## src/hw/rtl/dtd_pkg.sv

```systemverilog
// dtd_pkg: shared types and constants for the distance tap detector
// no dependencies; used by dtd_front, dtd_queue, dtd_back and the top level
`default_nettype none

package dtd_pkg;

  // default window depth and its legal range
  localparam int unsigned WINDOW_DEF = 16;
  localparam int unsigned WINDOW_MIN = 4;
  localparam int unsigned WINDOW_MAX = 256;

  // config register indexes
  localparam logic CFG_THRESHOLD = 1'b0;
  localparam logic CFG_TAP_LIMIT = 1'b1;

  // config reset values
  localparam logic [15:0] THRESHOLD_RST = 16'd50;
  localparam logic [4:0]  TAP_LIMIT_RST = 5'd5;

  // largest reported tap length
  localparam logic [4:0] TAP_LEN_MAX = 5'd31;

  // one accepted sample as seen by the scan engine
  typedef struct packed {
    logic [31:0] count;
    logic        ready;
  } dtd_desc_t;

  typedef enum logic [1:0] {
    ST_IDLE,
    ST_PREV,
    ST_CUR,
    ST_RUN
  } dtd_state_e;

endpackage

`default_nettype wire

```

## src/hw/rtl/dtd_ram.sv

```systemverilog
// dtd_ram: generic single-write, single-read memory with registered read data
// no dependencies
`default_nettype none

module dtd_ram #(
  parameter int unsigned WIDTH = 16,
  parameter int unsigned DEPTH = 16
) (
  input  wire logic                     clk_i,
  input  wire logic                     we_i,
  input  wire logic [$clog2(DEPTH)-1:0] waddr_i,
  input  wire logic [WIDTH-1:0]         wdata_i,
  input  wire logic                     re_i,
  input  wire logic [$clog2(DEPTH)-1:0] raddr_i,
  output logic      [WIDTH-1:0]         rdata_o
);

  logic [WIDTH-1:0] mem_q [DEPTH];
  logic [WIDTH-1:0] rdata_q;

  always_ff @(posedge clk_i) begin
    if (we_i) begin
      mem_q[waddr_i] <= wdata_i;
    end
    if (re_i) begin
      rdata_q <= mem_q[raddr_i];
    end
  end

  assign rdata_o = rdata_q;

endmodule

`default_nettype wire

```

## src/hw/rtl/dtd_front.sv

```systemverilog
// dtd_front: accepts samples, writes the ring-buffer window, counts samples
// and tags each beat as window ready or not; uses dtd_pkg
`default_nettype none

module dtd_front #(
  parameter int unsigned WINDOW = dtd_pkg::WINDOW_DEF
) (
  input  wire logic                      clk_i,
  input  wire logic                      rst_ni,
  input  wire logic                      in_valid_i,
  output logic                           in_ready_o,
  input  wire logic [15:0]               distance_i,
  // window memory write side
  output logic                           wr_en_o,
  output logic      [$clog2(WINDOW)-1:0] wr_addr_o,
  output logic      [15:0]               wr_data_o,
  // oldest entry of the window once full
  output logic      [$clog2(WINDOW)-1:0] head_o,
  // descriptor queue
  output logic                           push_valid_o,
  input  wire logic                      push_ready_i,
  output dtd_pkg::dtd_desc_t             push_desc_o,
  // scan engine finished a full-window beat
  input  wire logic                      scan_done_i
);

  localparam int unsigned AW = $clog2(WINDOW);
  localparam int unsigned FW = $clog2(WINDOW + 1);

  logic [AW-1:0] wr_ptr_q, wr_ptr_d;
  logic [FW-1:0] fill_q, fill_d;
  logic [31:0]   count_q, count_d;
  logic          pend_q, pend_d;
  logic          accept;
  logic          full_next;

  // the window must stay still while a scan is queued or running
  assign in_ready_o = push_ready_i && !pend_q;
  assign accept     = in_valid_i && in_ready_o;
  assign full_next  = (fill_q >= FW'(WINDOW - 1));

  always_comb begin
    wr_ptr_d = wr_ptr_q;
    fill_d   = fill_q;
    count_d  = count_q;
    pend_d   = pend_q;
    if (scan_done_i) begin
      pend_d = 1'b0;
    end
    if (accept) begin
      wr_ptr_d = (wr_ptr_q == AW'(WINDOW - 1)) ? '0 : wr_ptr_q + AW'(1);
      count_d  = count_q + 32'd1;
      if (!full_next || fill_q != FW'(WINDOW)) begin
        fill_d = (fill_q == FW'(WINDOW)) ? fill_q : fill_q + FW'(1);
      end
      if (full_next) begin
        pend_d = 1'b1;
      end
    end
  end

  always_ff @(posedge clk_i or negedge rst_ni) begin
    if (!rst_ni) begin
      wr_ptr_q <= '0;
      fill_q   <= '0;
      count_q  <= '0;
      pend_q   <= 1'b0;
    end else begin
      wr_ptr_q <= wr_ptr_d;
      fill_q   <= fill_d;
      count_q  <= count_d;
      pend_q   <= pend_d;
    end
  end

  assign wr_en_o   = accept;
  assign wr_addr_o = wr_ptr_q;
  assign wr_data_o = distance_i;

  // once full, the next write slot holds the oldest sample
  assign head_o = wr_ptr_q;

  assign push_valid_o      = accept;
  assign push_desc_o.count = count_d;
  assign push_desc_o.ready = full_next;

endmodule

`default_nettype wire

```

## src/hw/rtl/dtd_queue.sv

```systemverilog
// dtd_queue: two-entry descriptor fifo between front and scan engine
// uses dtd_pkg for the descriptor type
`default_nettype none

module dtd_queue (
  input  wire logic               clk_i,
  input  wire logic               rst_ni,
  input  wire logic               push_valid_i,
  output logic                    push_ready_o,
  input  wire dtd_pkg::dtd_desc_t push_desc_i,
  output logic                    pop_valid_o,
  input  wire logic               pop_ready_i,
  output dtd_pkg::dtd_desc_t      pop_desc_o
);

  dtd_pkg::dtd_desc_t entry_q [2];
  logic       wptr_q, rptr_q;
  logic [1:0] cnt_q;
  logic       push, pop;

  assign push_ready_o = (cnt_q != 2'd2);
  assign pop_valid_o  = (cnt_q != 2'd0);
  assign push         = push_valid_i && push_ready_o;
  assign pop          = pop_valid_o && pop_ready_i;
  assign pop_desc_o   = entry_q[rptr_q];

  always_ff @(posedge clk_i) begin
    if (push) begin
      entry_q[wptr_q] <= push_desc_i;
    end
  end

  always_ff @(posedge clk_i or negedge rst_ni) begin
    if (!rst_ni) begin
      wptr_q <= 1'b0;
      rptr_q <= 1'b0;
      cnt_q  <= 2'd0;
    end else begin
      if (push) begin
        wptr_q <= !wptr_q;
      end
      if (pop) begin
        rptr_q <= !rptr_q;
      end
      case ({push, pop})
        2'b10:   cnt_q <= cnt_q + 2'd1;
        2'b01:   cnt_q <= cnt_q - 2'd1;
        default: cnt_q <= cnt_q;
      endcase
    end
  end

endmodule

`default_nettype wire

```

## src/hw/rtl/dtd_back.sv

```systemverilog
// dtd_back: scan engine; walks the window through the memory read port looking
// for a falling edge, a short low run and a rising edge; uses dtd_pkg
`default_nettype none

module dtd_back #(
  parameter int unsigned WINDOW = dtd_pkg::WINDOW_DEF
) (
  input  wire logic                      clk_i,
  input  wire logic                      rst_ni,
  input  wire logic [15:0]               threshold_i,
  input  wire logic [4:0]                tap_limit_i,
  // descriptor queue
  input  wire logic                      pop_valid_i,
  output logic                           pop_ready_o,
  input  wire dtd_pkg::dtd_desc_t        pop_desc_i,
  // window memory read side
  input  wire logic [$clog2(WINDOW)-1:0] head_i,
  output logic                           rd_en_o,
  output logic      [$clog2(WINDOW)-1:0] rd_addr_o,
  input  wire logic [15:0]               rd_data_i,
  output logic                           scan_done_o,
  // result channel
  output logic                           out_valid_o,
  input  wire logic                      out_ready_i,
  output logic      [31:0]               sample_count_o,
  output logic                           window_ready_o,
  output logic                           tap_found_o,
  output logic      [31:0]               tap_position_o,
  output logic      [4:0]                tap_len_o
);

  localparam int unsigned AW  = $clog2(WINDOW);
  localparam int unsigned LCW = (AW > 5) ? AW : 5;

  dtd_pkg::dtd_state_e state_q, state_d;

  logic [AW-1:0] i_q, i_d;
  logic [AW-1:0] len_q, len_d;
  logic [15:0]   prev_q, prev_d;
  logic [15:0]   cur_q, cur_d;
  logic [16:0]   level_q, level_d;
  logic [31:0]   cnt_q, cnt_d;

  logic          out_valid_q;
  logic [31:0]   out_cnt_q;
  logic          out_rdy_q, out_found_q;
  logic [31:0]   out_pos_q;
  logic [4:0]    out_len_q;

  logic          out_free;
  logic [AW-1:0] rd_k;
  logic [AW:0]   addr_sum;
  logic [16:0]   level_now;
  logic [AW:0]   run_end;
  logic          last_i;
  logic          run_more;
  logic [LCW-1:0] len_ext;
  logic          fin, fin_rdy, fin_found;
  logic [31:0]   fin_cnt;

  assign out_free  = !out_valid_q || out_ready_i;
  assign level_now = {1'b0, rd_data_i} + {1'b0, threshold_i};
  assign run_end   = {1'b0, i_q} + {1'b0, len_q};
  assign last_i    = (i_q == AW'(WINDOW - 3));
  assign len_ext   = LCW'(len_q);
  // keep counting while the level stays low, within the limit and the window
  assign run_more  = (len_ext <= LCW'(tap_limit_i)) &&
                     (run_end < (AW + 1)'(WINDOW - 1)) &&
                     ({1'b0, rd_data_i} <= level_q);

  // window position to ring-buffer address
  assign addr_sum  = {1'b0, head_i} + {1'b0, rd_k};
  assign rd_addr_o = (addr_sum >= (AW + 1)'(WINDOW)) ?
                     AW'(addr_sum - (AW + 1)'(WINDOW)) : addr_sum[AW-1:0];

  always_comb begin
    state_d     = state_q;
    i_d         = i_q;
    len_d       = len_q;
    prev_d      = prev_q;
    cur_d       = cur_q;
    level_d     = level_q;
    cnt_d       = cnt_q;
    rd_en_o     = 1'b0;
    rd_k        = '0;
    pop_ready_o = 1'b0;
    fin         = 1'b0;
    fin_rdy     = 1'b1;
    fin_found   = 1'b0;
    fin_cnt     = cnt_q;
    unique case (state_q)
      dtd_pkg::ST_IDLE: begin
        pop_ready_o = out_free;
        if (pop_valid_i && out_free) begin
          if (pop_desc_i.ready) begin
            cnt_d   = pop_desc_i.count;
            i_d     = AW'(1);
            rd_en_o = 1'b1;
            rd_k    = '0;
            state_d = dtd_pkg::ST_PREV;
          end else begin
            fin     = 1'b1;
            fin_rdy = 1'b0;
            fin_cnt = pop_desc_i.count;
          end
        end
      end
      dtd_pkg::ST_PREV: begin
        prev_d  = rd_data_i;
        rd_en_o = 1'b1;
        rd_k    = i_q;
        state_d = dtd_pkg::ST_CUR;
      end
      dtd_pkg::ST_CUR: begin
        if ({1'b0, prev_q} > level_now) begin
          // falling edge at i, start measuring the low run
          cur_d   = rd_data_i;
          level_d = level_now;
          len_d   = AW'(1);
          rd_en_o = 1'b1;
          rd_k    = i_q + AW'(1);
          state_d = dtd_pkg::ST_RUN;
        end else if (last_i) begin
          fin     = 1'b1;
          state_d = dtd_pkg::ST_IDLE;
        end else begin
          prev_d  = rd_data_i;
          i_d     = i_q + AW'(1);
          rd_en_o = 1'b1;
          rd_k    = i_q + AW'(1);
        end
      end
      dtd_pkg::ST_RUN: begin
        if (run_more) begin
          len_d   = len_q + AW'(1);
          rd_en_o = 1'b1;
          rd_k    = AW'(run_end + (AW + 1)'(1));
        end else if ({1'b0, rd_data_i} > level_q) begin
          fin       = 1'b1;
          fin_found = 1'b1;
          state_d   = dtd_pkg::ST_IDLE;
        end else if (last_i) begin
          fin     = 1'b1;
          state_d = dtd_pkg::ST_IDLE;
        end else begin
          // no rising edge, resume the edge search one step on
          prev_d  = cur_q;
          i_d     = i_q + AW'(1);
          rd_en_o = 1'b1;
          rd_k    = i_q + AW'(1);
          state_d = dtd_pkg::ST_CUR;
        end
      end
      default: state_d = dtd_pkg::ST_IDLE;
    endcase
  end

  assign scan_done_o = fin && fin_rdy;

  always_ff @(posedge clk_i or negedge rst_ni) begin
    if (!rst_ni) begin
      state_q     <= dtd_pkg::ST_IDLE;
      out_valid_q <= 1'b0;
    end else begin
      state_q <= state_d;
      if (fin) begin
        out_valid_q <= 1'b1;
      end else if (out_ready_i) begin
        out_valid_q <= 1'b0;
      end
    end
  end

  always_ff @(posedge clk_i) begin
    i_q     <= i_d;
    len_q   <= len_d;
    prev_q  <= prev_d;
    cur_q   <= cur_d;
    level_q <= level_d;
    cnt_q   <= cnt_d;
    if (fin) begin
      out_cnt_q   <= fin_cnt;
      out_rdy_q   <= fin_rdy;
      out_found_q <= fin_found;
      out_pos_q   <= fin_found ? cnt_q + 32'(i_q) : 32'd0;
      if (!fin_found) begin
        out_len_q <= 5'd0;
      end else if (len_ext > LCW'(dtd_pkg::TAP_LEN_MAX)) begin
        out_len_q <= dtd_pkg::TAP_LEN_MAX;
      end else begin
        out_len_q <= len_ext[4:0];
      end
    end
  end

  assign out_valid_o    = out_valid_q;
  assign sample_count_o = out_cnt_q;
  assign window_ready_o = out_rdy_q;
  assign tap_found_o    = out_found_q;
  assign tap_position_o = out_pos_q;
  assign tap_len_o      = out_len_q;

endmodule

`default_nettype wire

```

## src/hw/rtl/distance_tap_detector.sv

```systemverilog
// distance_tap_detector: top level; config registers, front, queue, window memory
// and scan engine; depends on dtd_pkg, dtd_ram, dtd_front, dtd_queue, dtd_back
//
//   channel  | handshake               | payload
//   ---------+-------------------------+----------------------------------------
//   input    | in_valid_i/in_ready_o   | distance_i
//   result   | out_valid_o/out_ready_i | sample_count_o, window_ready_o,
//            |                         | tap_found_o, tap_position_o, tap_len_o
//   config   | cfg_we_i (no wait)      | cfg_idx_i, cfg_data_i
//
// a beat before the window is full passes through the descriptor queue to the result register.
// a full-window beat is scanned one memory read per cycle: one read for the first
// sample, then one per edge-search step and one per low-run sample.
// the front takes no new beat while a full-window scan is queued or running.
// reset clears control state only; the window memory needs no clearing pass.
`default_nettype none

module distance_tap_detector #(
  parameter int unsigned WINDOW = dtd_pkg::WINDOW_DEF
) (
  input  wire logic        clk_i,
  input  wire logic        rst_ni,
  input  wire logic        cfg_we_i,
  input  wire logic        cfg_idx_i,
  input  wire logic [15:0] cfg_data_i,
  input  wire logic        in_valid_i,
  output logic             in_ready_o,
  input  wire logic [15:0] distance_i,
  output logic             out_valid_o,
  input  wire logic        out_ready_i,
  output logic      [31:0] sample_count_o,
  output logic             window_ready_o,
  output logic             tap_found_o,
  output logic      [31:0] tap_position_o,
  output logic      [4:0]  tap_len_o
);

  localparam int unsigned AW = $clog2(WINDOW);

  logic [15:0] threshold_q;
  logic [4:0]  tap_limit_q;

  always_ff @(posedge clk_i or negedge rst_ni) begin
    if (!rst_ni) begin
      threshold_q <= dtd_pkg::THRESHOLD_RST;
      tap_limit_q <= dtd_pkg::TAP_LIMIT_RST;
    end else if (cfg_we_i) begin
      unique case (cfg_idx_i)
        dtd_pkg::CFG_THRESHOLD: threshold_q <= cfg_data_i;
        dtd_pkg::CFG_TAP_LIMIT: tap_limit_q <= cfg_data_i[4:0];
        default:                threshold_q <= threshold_q;
      endcase
    end
  end

  logic               wr_en;
  logic [AW-1:0]      wr_addr;
  logic [15:0]        wr_data;
  logic [AW-1:0]      head;
  logic               rd_en;
  logic [AW-1:0]      rd_addr;
  logic [15:0]        rd_data;
  logic               push_valid, push_ready;
  dtd_pkg::dtd_desc_t push_desc;
  logic               pop_valid, pop_ready;
  dtd_pkg::dtd_desc_t pop_desc;
  logic               scan_done;

  dtd_front #(
    .WINDOW (WINDOW)
  ) u_front (
    .clk_i        (clk_i),
    .rst_ni       (rst_ni),
    .in_valid_i   (in_valid_i),
    .in_ready_o   (in_ready_o),
    .distance_i   (distance_i),
    .wr_en_o      (wr_en),
    .wr_addr_o    (wr_addr),
    .wr_data_o    (wr_data),
    .head_o       (head),
    .push_valid_o (push_valid),
    .push_ready_i (push_ready),
    .push_desc_o  (push_desc),
    .scan_done_i  (scan_done)
  );

  dtd_queue u_queue (
    .clk_i        (clk_i),
    .rst_ni       (rst_ni),
    .push_valid_i (push_valid),
    .push_ready_o (push_ready),
    .push_desc_i  (push_desc),
    .pop_valid_o  (pop_valid),
    .pop_ready_i  (pop_ready),
    .pop_desc_o   (pop_desc)
  );

  dtd_ram #(
    .WIDTH (16),
    .DEPTH (WINDOW)
  ) u_window (
    .clk_i   (clk_i),
    .we_i    (wr_en),
    .waddr_i (wr_addr),
    .wdata_i (wr_data),
    .re_i    (rd_en),
    .raddr_i (rd_addr),
    .rdata_o (rd_data)
  );

  dtd_back #(
    .WINDOW (WINDOW)
  ) u_back (
    .clk_i          (clk_i),
    .rst_ni         (rst_ni),
    .threshold_i    (threshold_q),
    .tap_limit_i    (tap_limit_q),
    .pop_valid_i    (pop_valid),
    .pop_ready_o    (pop_ready),
    .pop_desc_i     (pop_desc),
    .head_i         (head),
    .rd_en_o        (rd_en),
    .rd_addr_o      (rd_addr),
    .rd_data_i      (rd_data),
    .scan_done_o    (scan_done),
    .out_valid_o    (out_valid_o),
    .out_ready_i    (out_ready_i),
    .sample_count_o (sample_count_o),
    .window_ready_o (window_ready_o),
    .tap_found_o    (tap_found_o),
    .tap_position_o (tap_position_o),
    .tap_len_o      (tap_len_o)
  );

endmodule

`default_nettype wire
```

## config.mk

```make
export PLATFORM = sky130hd
export DESIGN_NAME = distance_tap_detector
export DESIGN_NICKNAME = d
export VERILOG_FILES = /design/src/hw/rtl/dtd_pkg.sv /design/src/hw/rtl/dtd_ram.sv /design/src/hw/rtl/dtd_front.sv /design/src/hw/rtl/dtd_queue.sv /design/src/hw/rtl/dtd_back.sv /design/src/hw/rtl/distance_tap_detector.sv
export SDC_FILE = /design/constraint.sdc
export NUM_CORES = 1
export LEC_CHECK = 0
export BUFFER_PORTS_ARGS = -buffer_cell sky130_fd_sc_hd__buf_2
export CORE_MARGIN = 2
export CORE_UTILIZATION = 35
export DETAILED_ROUTE_END_ITERATION = 10
export PLACE_DENSITY = 0.47
export SETUP_SLACK_MARGIN = 0.5
export SYNTH_ARGS = -nofsm -noshare
export SYNTH_HDL_FRONTEND = slang
export SYNTH_HIERARCHICAL = 1
export SYNTH_SLANG_ARGS = --single-unit
```

## constraint.sdc

```tcl
create_clock -name clk_i -period 8.8 [get_ports clk_i]
set_input_delay 0 -clock clk_i [delete_from_list [all_inputs] [get_ports clk_i]]
set_output_delay 0 -clock clk_i [all_outputs]
set_load 0.1 [all_outputs]
```

Word-level counts from Yosys, hierarchy flattened
Memory sizes are Yosys's and may differ from the RTL's. A register that Yosys moved wholly into a read port is not among the register bits.
Cells that the tools add are included.
{"block": "totals", "ramBits": 322, "memories": 2, "ff_bits": 230, "out_inout_bits": 73, "wordCells": 164, "input_bits": 38}
{"block": "op_classes", "eq_ne": 20, "order_cmp": 8, "reduce_logical": 31, "addsub": 13, "n_mux": 66, "bitwise": 2}
{"memory": "u_window.mem_q", "depth": 16, "width": 16, "rd": 1, "rd_ports_with_merged_regs": 1, "wr": 1, "line": "dtd_ram.sv:18", "source": "logic [WIDTH-1:0] mem_q [DEPTH];"}
{"memory": "u_queue.entry_q", "depth": 2, "width": 33, "rd": 1, "rd_ports_with_merged_regs": 0, "wr": 1, "line": "dtd_queue.sv:16", "source": "dtd_pkg::dtd_desc_t entry_q [2];"}
{"cell": "32-bit two-way mux", "n": 4}
{"cell": "16-bit two-way mux", "n": 5}
{"cell": "4-bit two-way mux", "n": 14}
{"cell": "16-bit case mux with 3 select lines", "n": 1}
{"cell": "16-bit by 17-bit > comparator with 1-bit output", "n": 2}
{"cell": "32-bit by 1-bit adder with 32-bit output, second input constant", "n": 1}
{"cell": "32-bit by 4-bit adder with 32-bit output", "n": 1}
{"cell": "1-bit two-way mux", "n": 27}
{"cell": "16-bit by 16-bit adder with 17-bit output", "n": 1}
{"cell": "16-bit by 17-bit less-or-equal comparator with 1-bit output", "n": 1}
{"cell": "4-bit by 1-bit adder with 4-bit output, second input constant", "n": 4}
{"cell": "4-bit case mux with 4 select lines", "n": 1}
{"cell": "2-bit two-way mux", "n": 7}
{"cell": "2-bit inequality test, second input constant", "n": 7}
{"cell": "4-bit case mux with 3 select lines", "n": 1}
{"cell": "6-bit AND reduction", "n": 2}
{"cell": "4-bit by 4-bit adder with 5-bit output", "n": 2}
{"cell": "3-bit AND reduction", "n": 3}
{"cell": "4-bit == test, second input constant", "n": 2}
{"cell": "1-bit logical AND", "n": 8}
{"cell": "2-bit case mux with 4 select lines", "n": 1}
{"cell": "4-bit case mux with 2 select lines", "n": 1}
{"cell": "2-bit nonzero test", "n": 4}
{"cell": "2-bit == test, second input constant", "n": 3}
{"cell": "other kinds (25)", "n": 37}

Logic depth before layout (Yosys ltp)
{"block": "logic_depth", "ltp_word": 10, "mapped_depth": 27, "ltp_nobuf": 25}

Modules after synthesis
The synthesis kept the hierarchy.
{"mod": "dtd_ram", "area_each_um2": 10202.3, "seq_area_each_um2": 8167.8, "cells_per_inst": 432, "n_inst": 1}
{"mod": "dtd_back", "area_each_um2": 8729.6, "seq_area_each_um2": 4849.7, "cells_per_inst": 723, "n_inst": 1}
{"mod": "dtd_queue", "area_each_um2": 2593.7, "seq_area_each_um2": 2082.0, "cells_per_inst": 120, "n_inst": 1}
{"mod": "dtd_front", "area_each_um2": 2152.1, "seq_area_each_um2": 1051.0, "cells_per_inst": 200, "n_inst": 1}
{"mod": "distance_tap_detector", "area_each_um2": 854.6, "seq_area_each_um2": 531.8, "cells_per_inst": 46, "n_inst": 1}

Least setup slack after synthesis
Ideal clock, no wire load.
{"block": "synth_path", "path_type": "flip-flop to flip-flop", "startpoint": "register u_window.rdata_q[0] (netlist: u_window/rdata_o[0]), read port of u_window.mem_q", "endpoint": "register u_back.out_cnt_q[0] (netlist: u_back/sample_count_o[0]), enable pin", "arrival_ps": 6724, "path_stages_with_launch": 16, "setup_ps": 530, "synth_period_minus_slack_ps": 7254, "setup_slack_ps": 1546, "path_buffers": 0, "required_ps": 8270, "path_cell_list": "edfxtp_1 > ha_1 > fa_1 > a211oi_1 > o21bai_1 > a31oi_1 > o21bai_1 > a21oi_1 > xnor2_1 > inv_1 > ha_1 > a2111oi_0 > o21ai_0 > o32ai_1 > nor2_1 > o221ai_1"}
{"block": "synth_via", "elab_chain_len": 4, "elab_cells_between_ends": 9, "classes_between": "1 x add/sub; 3 x order compare; 4 x mux; 1 x reduce/logical"}
{"item": "start: declaration", "line": "dtd_ram.sv:19", "source": "logic [WIDTH-1:0] rdata_q;"}
{"item": "16-bit by 16-bit adder with 17-bit output", "line": "dtd_back.sv:62", "source": "assign level_now = {1'b0, rd_data_i} + {1'b0, threshold_i};"}
{"item": "via u_back.level_now[14]", "line": "dtd_back.sv:53", "source": "logic [16:0] level_now;"}
{"item": "16-bit by 17-bit > comparator with 1-bit output", "line": "dtd_back.sv:115", "source": "if ({1'b0, prev_q} > level_now) begin"}
{"item": "1-bit two-way mux", "line": "dtd_back.sv:115"}
{"item": "1-bit case mux with 3 select lines", "line": "dtd_back.sv:91", "source": "unique case (state_q)"}
{"item": "via u_back.fin", "line": "dtd_back.sv:58", "source": "logic fin, fin_rdy, fin_found;"}
{"item": "end signal: assignment", "line": "dtd_back.sv:182", "source": "out_cnt_q <= fin_cnt;"}
{"item": "end: declaration", "line": "dtd_back.sv:45", "source": "logic [31:0] out_cnt_q;"}
The timed path passes the listed nets, and every way through them passes these cells.
A chain may end at the register's enable or synchronous reset.

Final worst setup path
{"block": "layout_path", "startpoint": "register u_window.rdata_q[0] (netlist: u_window/rdata_o[0]), read port of u_window.mem_q", "endpoint": "register u_window.rdata_q[7] (netlist: u_window/rdata_o[7]), read port of u_window.mem_q, data pin"}
{"block": "layout_via", "elab_chain_len": 7, "elab_cells_between_ends": 17, "classes_between": "3 x add/sub; 4 x order compare; 9 x mux; 1 x reduce/logical"}
{"item": "16-bit by 16-bit adder with 17-bit output (*)", "line": "dtd_back.sv:62"}
{"item": "via u_back.level_now[14]", "line": "dtd_back.sv:53"}
{"item": "16-bit by 17-bit > comparator with 1-bit output (*)", "line": "dtd_back.sv:115"}
{"item": "4-bit two-way mux (*)", "line": "dtd_back.sv:115"}
{"item": "4-bit case mux with 4 select lines (*)", "line": "dtd_back.sv:91"}
{"item": "4-bit by 4-bit adder with 5-bit output (*)", "line": "dtd_back.sv:72", "source": "assign addr_sum = {1'b0, head_i} + {1'b0, rd_k};"}
{"item": "4-bit by 1-bit subtractor with 4-bit output or 5-bit greater-or-equal comparator (tied branches)", "line": "dtd_back.sv:74, dtd_back.sv:73"}
{"item": "4-bit two-way mux (*)", "line": "dtd_back.sv:73", "source": "assign rd_addr_o = (addr_sum >= (AW + 1)'(WINDOW)) ?"}
{"item": "via rd_addr[3]", "line": "distance_tap_detector.sv:61", "source": "logic [AW-1:0] rd_addr;"}
Mark *: on every way through the listed nets, which the timed path passes. The rest lies on a longest branch.

==> results_dict.tcl <==
set metrics [dict create \
    max-vdd-ir-drop_mv 0.1573 \
    drcViolationCount 0 \
    synth_cells 1521 \
    skew_ps 51.96 \
    synth.cell_area_sq_mm 0.02453 \
    finalCritPeriodShare_pct 78.46 \
    holdWs_ps 93.96 \
    fp-row-count 97 \
    p_total_mw 5.636 \
    cts_buffers 61 \
    max_slew_margin_pct 21.74 \
    start_util_pct 35.21 \
    worst_skew_pair.late_latency_ps 650 \
    leakage_nw 9.897 \
    grt_max_degree 72 \
    dieArea_sq_mm 0.07223 \
    grt_overflow 0 \
    boundaryPins 111 \
    worst_pin_slew_ps 1169 \
    synth_top_area_share_pct 60.84 \
    vias_per_cell 4.934 \
    htreeDepth 2 \
    power.density_mw_per_mm2 197.4 \
    cts_sinks 567 \
    drt_iter0_markers 833 \
    worstSetupStartpoint "u_window/rdata_o[0]" \
    antenna_found_initial 1 \
    finalHoldViolCount 0 \
    crit_fanout 16 \
    synth.avg_cell_area_sq_um 16.13 \
    synth_seq_cells 567 \
    synth-edff-count 497 \
    fillers 6453 \
    rsz0062_at_grt "no" \
    syn_nets 1637 \
    drt-wirelength-per-cell_microns 20.71 \
    cts_tree "built" \
    reg2regPathDepth 24 \
    final_cells 2699 \
    wl_met2_mm 27.24 \
    crit_arrival_ps 7410 \
    wl_mm 55.90 \
    cp_data_required_time_ps 9310 \
    dp_hpwl_mm 34.18 \
    synth_area_leaders "edfxtp_1 61%, dfrtp_1 6.6%, mux4_2 5.0%" \
    outcome "finished, final reports clean" \
    synth_area_leader_cell "edfxtp_1" \
    dp_cells 2532 \
    timing.rr.start "u_window/rdata_o[0]" \
    drv_slew 0 \
    vias 13317 \
    core_area_sq_mm 0.06966 \
    cts-root-buf "clkbuf_16" \
    place_ws_ps 1850 \
    io_buffers 109 \
    r2r_slack_ps 1900 \
    path_clk_slew_ps 60 \
    clock_path_buffers 3 \
    rr_endpoint "u_window/rdata_o[7]" \
    synth_most_common_cell "edfxtp_1" \
    grt_pass1_wl_mm 84.75 \
    period_minus_slack_ps 6904 \
    ant_nets 0 \
    drive_above_1_share_pct 23.15 \
    grt_pass1_vias 13804 \
    criticalPathCategory "register to register" \
    fin_nets 1822 \
    gp_congestion 0.7776 \
    fin_setup_tns_ps 0 \
    drtPass1Iterations 5 \
    max_freq_mhz 144.8 \
    wl_met3_mm 2.297 \
    post_cts_buffers 0 \
    synthArstFlopShare_pct 12.35 \
    cap_violations 0 \
    final.setup.worst_slack_ps 1896 \
    wl_met1_mm 25.35 \
    fp.dieW_microns 268.8 \
    top_layer "met5" \
    synthTopCellsByCount "497 x edfxtp_1, 120 x nand2_1, 78 x nor2_1" \
    synth_warnings 6 \
    critPathLaunchType "register" \
    synthFlopType "edfxtp_1" \
    syn_to_final_growth_pct 16.42 \
    seq_area_frac_synth_pct 68.00 \
    synth_cell_types 86 \
    die_h_microns 268.8 \
    setup.worst_path.end_class "register" \
    min_path_type "input port to asynchronous set/reset pin" \
    grtUsageTotal_pct 15.67 \
    setup-violations-final 0 \
]
[routing by layer]
layer  GRT usage [%]  up-vias
met4           3.664        2
met3           2.393       68
met1           21.44     6860
li1                -     6158
met2           26.32      229
met5               0        -
[power breakdown]
| group | switching [mW] | internal [mW] |
|---|---|---|
| Clock | 1.07 | 1.38 |
| Combinational | 0.132 | 0.109 |
| Sequential | 0.0131 | 2.93 |
[registers in the layout (all words and copies together) (netlist names), 4 cells and up]
register               flops
u_back/tap_position_o     32
u_window/rdata_o          16
u_front/count_q           32
u_back/sample_count_o     32
u_front/fill_q             5
u_window/mem_q           256
u_queue/entry_q           66
u_back/prev_q             16
u_back/tap_len_o           4
u_back/i_q                 4
u_back/level_q            17
u_back/cnt_q              32
u_back/len_q               4
tap_limit_q                5
threshold_q               16
u_front/head_o             4
u_back/cur_q              16
[cell type report]
type | count | area (sq um) | area share (%)
Clock buffer | 79 | 1604 | 5.616
Antenna cell | 1 | 2.502 | 0.008762
Timing Repair Buffer | 189 | 1289 | 4.512
Tap cell | 940 | 1176 | 4.118
Inverter | 64 | 240.2 | 0.8411
Sequential cell | 567 | 16680 | 58.41
Multi-Input combinational cell | 823 | 7234 | 25.33
Clock inverter | 36 | 331.6 | 1.161
[placed cells by master, fill, tap and decap left out, types with 14 or more instances in the layout]
cell type	n
a21oi_1	34
xnor2_1	56
inv_1	62
xor2_1	34
and3_1	14
dlygate4sd3_1	51
nand4_1	28
clkbuf_16	61
edfxtp_1	497
nand3_1	24
mux4_2	54
clkinv_1	15
nand2_1	120
o21ai_0	27
mux2_2	76
dfrtp_1	65
clkbuf_1	17
ha_1	73
buf_4	29
buf_2	108
a22oi_1	32
nor2_1	76
[worst max-delay path, stage by stage, from the launching register on]
cell       delay, ps
edfxtp_1         410
ha_1             240
fa_1             430
a211oi_1         310
o21bai_1         170
a31oi_1          300
o21bai_1         100
a21oi_1          180
xnor2_1          150
inv_1             70
ha_1             300
a2111oi_0        370
o21ai_0          230
o32ai_1          390
nor2_1           190
a32oi_1          230
o211ai_1         230
ha_1             320
a21o_1           170
a21oi_1          180
xnor2_1          100
xnor2_1          350
nor2b_2          980
a22oi_1          230
nand2_1          140
[logic make-up after synthesis]
family | share of synthesized area [%]
flip-flops | 68.00
AND/OR/NAND/NOR | 7.207
AO/OA/AOI/OAI | 4.381
multiplexers | 10.21
buffers and inverters | 2.871
XOR/XNOR | 3.213
adder cells (fa/ha/maj) | 4.101
other | 0.01529
[through the flow]
stage	util, %	area (sq um)
2_1_floorplan	-	24530
3_3_place_gp	37.48	26110
3_5_place_dp	37.48	26110
4_1_cts	40.99	28560
5_1_grt	40.99	28560
6_report	41.00	28560
[worst max-delay path by stage]
stage | slack (ps) | to | depth (start not counted)
global route | 1220 | u_window/rdata_o[13] | 24
detailed placement | 1850 | u_window/rdata_o[7] | 22
floorplan | 1550 | u_back/sample_count_o[0] | 15
finish | 1900 | u_window/rdata_o[7] | 24
CTS | 1880 | u_window/rdata_o[7] | 21
global placement | 2010 | u_window/rdata_o[8] | 22
[what timing repair did]
item                      4_1_cts  5_1_grt
hold buffers                   51        0
hold endpoints to repair      366        0
resized for setup               0        0
Power figures use the tool's default switching activity.
